### src/rtl/mm4_pkg.sv
package mm4_pkg;

  localparam logic [31:0] QNAN_BITS = 32'h7FC0_0000;
  localparam logic [30:0] INF_MAG   = 31'h7F80_0000;
  localparam logic        CMD_LOAD  = 1'b0;
  localparam logic        CMD_MUL   = 1'b1;
  localparam int          NUM_ROWS  = 4;

  typedef enum logic [2:0] {
    ST_IDLE,
    ST_MUL_RAW,
    ST_MUL_RND,
    ST_ADD_RAW,
    ST_ADD_RND,
    ST_DONE
  } seq_state_t;

  typedef struct packed {
    logic       wr_en;
    logic [1:0] wr_col;
    logic       mul_raw;
    logic       mul_rnd;
    logic       add_raw;
    logic       add_rnd;
    logic [1:0] k;
  } lane_ctrl_t;

  // unrounded operation result, or a finished special value
  typedef struct packed {
    logic               special;
    logic [31:0]        bits;
    logic               sign;
    logic signed [11:0] exp;
    logic [63:0]        sig;
  } fp_raw_t;

  function automatic logic is_nan(input logic [31:0] x);
    return x[30:0] > INF_MAG;
  endfunction

  function automatic logic is_inf(input logic [31:0] x);
    return x[30:0] == INF_MAG;
  endfunction

  function automatic logic is_zero(input logic [31:0] x);
    return x[30:0] == 31'd0;
  endfunction

  function automatic logic [23:0] unp_sig(input logic [31:0] x);
    return (x[30:23] == 8'd0) ? {1'b0, x[22:0]} : {1'b1, x[22:0]};
  endfunction

  function automatic logic signed [11:0] unp_exp(input logic [31:0] x);
    return (x[30:23] == 8'd0) ? -12'sd149 : $signed({4'd0, x[30:23]}) - 12'sd150;
  endfunction

  function automatic fp_raw_t fp_mul_raw(input logic [31:0] a, input logic [31:0] b);
    fp_raw_t     r;
    logic        s;
    logic [47:0] prod;
    r = '0;
    s = a[31] ^ b[31];
    r.sign = s;
    prod = unp_sig(a) * unp_sig(b);
    priority if (is_nan(a) || is_nan(b)) begin
      r.special = 1'b1;
      r.bits = QNAN_BITS;
    end else if (is_inf(a) || is_inf(b)) begin
      r.special = 1'b1;
      r.bits = (is_zero(a) || is_zero(b)) ? QNAN_BITS : {s, INF_MAG};
    end else if (is_zero(a) || is_zero(b)) begin
      r.special = 1'b1;
      r.bits = {s, 31'd0};
    end else begin
      r.exp = unp_exp(a) + unp_exp(b);
      r.sig = {16'd0, prod};
    end
    return r;
  endfunction

  function automatic fp_raw_t fp_add_raw(input logic [31:0] a, input logic [31:0] b);
    fp_raw_t            r;
    logic               sa_s, sb_s, ts;
    logic [23:0]        ma, mb, tm;
    logic signed [11:0] ea, eb, te, d, rr;
    logic [63:0]        x, y;
    logic signed [11:0] ebase;
    r = '0;
    sa_s = a[31];
    sb_s = b[31];
    ma = unp_sig(a);
    mb = unp_sig(b);
    ea = unp_exp(a);
    eb = unp_exp(b);
    if (ea < eb || (ea == eb && ma < mb)) begin
      ts = sa_s; sa_s = sb_s; sb_s = ts;
      tm = ma; ma = mb; mb = tm;
      te = ea; ea = eb; eb = te;
    end
    d = ea - eb;
    rr = d - 12'sd38;
    if (d <= 12'sd38) begin
      x = 64'(ma) << d[5:0];
      y = 64'(mb);
      ebase = eb;
    end else begin
      x = 64'(ma) << 38;
      ebase = ea - 12'sd38;
      if (rr >= 12'sd24) y = 64'd1;
      else y = (64'(mb) >> rr[4:0])
             | 64'((64'(mb) & ((64'd1 << rr[4:0]) - 64'd1)) != 64'd0);
    end
    r.sign = sa_s;
    r.exp = ebase;
    priority if (is_nan(a) || is_nan(b)) begin
      r.special = 1'b1;
      r.bits = QNAN_BITS;
    end else if (is_inf(a) || is_inf(b)) begin
      r.special = 1'b1;
      if (is_inf(a) && is_inf(b) && a[31] != b[31]) r.bits = QNAN_BITS;
      else r.bits = is_inf(a) ? a : b;
    end else if (is_zero(a) && is_zero(b)) begin
      r.special = 1'b1;
      r.bits = {a[31] & b[31], 31'd0};
    end else if (is_zero(a)) begin
      r.special = 1'b1;
      r.bits = b;
    end else if (is_zero(b)) begin
      r.special = 1'b1;
      r.bits = a;
    end else if (sa_s == sb_s) begin
      r.sig = x + y;
    end else if (x == y) begin
      r.special = 1'b1;
      r.bits = 32'd0;
    end else begin
      r.sig = x - y;
    end
    return r;
  endfunction

  // round sign * sig * 2^e to single, nearest even
  function automatic logic [31:0] fp_round(input fp_raw_t r);
    logic [5:0]         p;
    logic signed [12:0] sh, lim, e2, bexp;
    logic [63:0]        m, rem, half;
    logic [31:0]        res;
    if (r.special) return r.bits;
    p = '0;
    for (int i = 0; i < 64; i++) if (r.sig[i]) p = 6'(i);
    sh = $signed({7'd0, p}) - 13'sd23;
    lim = -13'sd149 - 13'(r.exp);
    if (lim > sh) sh = lim;
    rem = '0;
    half = '0;
    if (sh <= 13'sd0) begin
      m = r.sig << 6'(-sh);
    end else if (sh >= 13'sd64) begin
      m = '0;
    end else begin
      m = r.sig >> sh[5:0];
      rem = r.sig & ((64'd1 << sh[5:0]) - 64'd1);
      half = 64'd1 << (sh[5:0] - 6'd1);
      if (rem > half || (rem == half && m[0])) m = m + 64'd1;
    end
    e2 = 13'(r.exp) + sh;
    if (m >= (64'd1 << 24)) begin
      m = m >> 1;
      e2 = e2 + 13'sd1;
    end
    bexp = e2 + 13'sd150;
    if (m < (64'd1 << 23)) res = {r.sign, 8'd0, m[22:0]};
    else if (bexp >= 13'sd255) res = {r.sign, INF_MAG};
    else res = {r.sign, bexp[7:0], m[22:0]};
    return res;
  endfunction

endpackage

### src/rtl/mm4_lane.sv
module mm4_lane
  import mm4_pkg::*;
(
  input  logic        clk,
  input  lane_ctrl_t  ctrl,
  input  logic [31:0] wr_data,
  input  logic [31:0] b_elem,
  output logic [31:0] acc
);

  // this lane's row of the left matrix, one word per column
  logic [31:0] row_store [4];
  logic [31:0] prod;
  fp_raw_t     raw;
  logic [31:0] rounded;

  always_comb begin
    rounded = fp_round(raw);
  end

  always_ff @(posedge clk) begin
    if (ctrl.wr_en) begin
      row_store[ctrl.wr_col] <= wr_data;
    end
    if (ctrl.mul_raw) begin
      raw <= fp_mul_raw(row_store[ctrl.k], b_elem);
    end else if (ctrl.add_raw) begin
      raw <= fp_add_raw(acc, prod);
    end
    if (ctrl.mul_rnd) begin
      if (ctrl.k == 2'd0) acc <= rounded;
      else prod <= rounded;
    end else if (ctrl.add_rnd) begin
      acc <= rounded;
    end
  end

endmodule

### config.mk
export PLATFORM = sky130hd
export DESIGN_NAME = mm4_lane
export DESIGN_NICKNAME = d
export VERILOG_FILES = /design/src/rtl/mm4_pkg.sv /design/src/rtl/mm4_lane.sv
export SDC_FILE = /design/constraint.sdc
export NUM_CORES = 2
export LEC_CHECK = 0
export BUFFER_PORTS_ARGS = -buffer_cell sky130_fd_sc_hd__buf_2
export CELL_PAD_IN_SITES_DETAIL_PLACEMENT = 0
export CELL_PAD_IN_SITES_GLOBAL_PLACEMENT = 1
export CORE_MARGIN = 3
export CORE_UTILIZATION = 35
export CTS_CLUSTER_DIAMETER = 50
export CTS_CLUSTER_SIZE = 14
export DETAILED_ROUTE_END_ITERATION = 6
export PLACE_DENSITY_LB_ADDON = 0.1
export SLEW_MARGIN = 20
export SYNTH_ARGS = -nofsm -noshare
export SYNTH_HDL_FRONTEND = slang
export SYNTH_SLANG_ARGS = --single-unit
### constraint.sdc
create_clock -name clk -period 48.4 [get_ports clk]
set_input_delay 4.84 -clock clk [delete_from_list [all_inputs] [get_ports clk]]
set_output_delay 4.84 -clock clk [all_outputs]
set_load 0.05 [all_outputs]
==> qor.yml <==
endpoint_kind: "flop"
wire_per_inst_um: 32.0
syn_to_final_growth_pct: 7.41
cts_buffer_depth: 3
synth_nets: 8213
cp_data_arrival_time_ps: 21210
grt_setup_unrepaired: "no"
grt_pass1_vias: 56400
synth_largest_area_cell: "fa_1"
clock_latency_ps: 630
syn_area_per_cell_um2: 8.10
fin_cells: 9365
fin_worst_hold_slack_ps: 575
detailedRoute.firstIterationViolations: 5856
tritoncts: "yes"
cts_resized: 0
synth-xor-area-share_pct: 2.97
maxCapViolations: 0
dr.pass1.iters: 7
hold_buffers: 0
postSynthRegisterBits: 302
muxShareOfSynthArea_pct: 10.5
max_stage_delay_ps: 990
skew_ps: 26.4
initial_core_util_pct: 35.3
core_um2: 167000
cp_data_required_time_ps: 48730
setup-tns-final_ps: 0
dp_slack_ps: 28240
cts.htree.levels: 2
placementRows: 150
drc: 0
die_x_um: 416
min_period_over_period_pct: 43.1
synth_most_common_cell: "nand2_1"
synth_ff_type: "edfxtp_1"
synth-adder-area-share_pct: 24.5
vias: 57500
die_area_um2: 173000
synth_top_area_share_pct: 16.5
hp-class: "reg -> reg"
tightest_slew_ps: 1400
grt_use_total_pct: 33.6
place_inst: 9297
slew_viol_final: 0
critical_path.max_fanout: 40
setup_viol: 0
ioPinCount: 106
crit_slowest_cell: "a2111oi_1"
overflow: 0
grt_use_met3_pct: 4.73
outcome: "complete, no violations"
ys_seq_area_share_pct: 15.4
grt_max_degree: 71
final_hold_viol_count: 0
syn_area_um2: 59000
cts_buffers: 39
clk_pin_slew_worst_paths_ps: 60
ant_nets: 0
period_minus_slack_ps: 20870
crit_type: "reg -> reg"
synth-simple-area-share_pct: 21.6
cts_setup_buffers: 0
ys_top_cells_by_area: "fa_1, edfxtp_1, ha_1"
cts_sinks: 302
async_flop_share_pct: 0
synth_cells: 7278
synth_edf_count: 302
layout.nets: 8070
portBuffers: 105
ys_warn_count: 0
routed_wl_um: 299000
vias_per_cell: 6.14
antenna_found_initial: 12
met1_usage_pct: 45.0
die_h_um: 416
busiest_layer: "met2"
synth_top_family_by_area: "adder cells"
slew_headroom_pct: 5.73
fin_ws_ps: 27530
synth_compound_area_share_pct: 17.3
cp-start-kind: "flop"
cts_root_buffer: "clkbuf_16"
synthTopCellsByCount: "nand2_1, inv_1, nor2_1, fa_1, a21oi_1"
synthDistinctLibCells: 117
hpwlAfterDp_um: 238000
drive_gt1_share_pct: 8.91
place_congestion: 1.02
grt_pass1_wl_um: 424000
use_met2_pct: 54.2
fmax_mhz: 47.9
worst max-delay path, delay by kind of cell, from the launching register on:
kind / cells / cell delay, ps
AND/OR/NAND/NOR: 19 / 7080
multiplexers: 1 / 730
adder cells (fa/ha/maj): 4 / 1320
buffers and inverters: 5 / 950
AO/OA/AOI/OAI: 24 / 9670
XOR/XNOR: 1 / 180
flip-flops: 1 / 510
layout make-up:
type                            count  area [µm²]
Antenna cell                        2        5.00
Clock buffer                       40         980
Clock inverter                     25         370
Fill cell                       17500      104000
Inverter                          693        2610
Multi-Input combinational cell   5791       45500
Sequential cell                   302        9070
Tap cell                         2204        2760
Timing Repair Buffer              308        2070
metal layers:
layer	wire length [µm]	part of all wire, %
met4	15300	5.1
met2	137000	46
met5	69	0.023
met3	19900	6.6
met1	128000	43
placed cells by master (no fill, tap or decap), types with 17 or more instances in the layout:
cell type,n
nand2_1,964
inv_1,683
nor2_1,536
fa_1,486
a21oi_1,450
ha_1,372
mux2i_1,346
edfxtp_1,302
o21ai_0,271
and2_1,251
buf_4,201
nor3_1,191
nand3_1,178
o22ai_1,130
xnor2_1,119
buf_2,105
nor4_1,103
nand4_1,92
mux4_2,89
a211oi_1,81
and3_1,76
xor2_1,75
a21o_1,73
o211ai_1,63
a31oi_1,57
mux2_2,55
nand2b_1,47
o21a_1,44
nor2b_1,43
or3_1,42
o21bai_1,41
clkbuf_16,39
or2_2,33
o31ai_1,31
a21boi_0,23
a22oi_1,23
o21ai_1,20
o31a_1,17
a221oi_1,17
worst paths after layout:
kind            from      end  slack [ps]  cells after the start
max          raw[26]  acc[15]       27530                     54
min          raw[76]  acc[31]         570                      1
max reg2reg  raw[26]  acc[15]       27530                     54
min reg2reg  raw[76]  acc[31]         570                      1
registers in the layout, indices dropped and copies added (netlist names):
signal / cells
acc: 32
row_store: 128
prod: 32
raw: 110
metrics by stage:
stage | area (µm²) | util, %
after floorplan | 59000 | -
after detailed placement | 62000 | 37.1
after global routing | 63300 | 37.9
after CTS | 63300 | 37.9
final | 63300 | 37.9
after global placement | 61900 | 37.0
logic make-up after synthesis:
kind of cell	after synthesis
compound gates	1569
xor+xnor	199
fa+ha+maj	861
buf+inv	1185
flops	302
mux	499
simple gates	2663
Power is left out: the tool's default activity adds up to more than one toggle a clock period on the data nets, which glitch-free logic cannot reach.
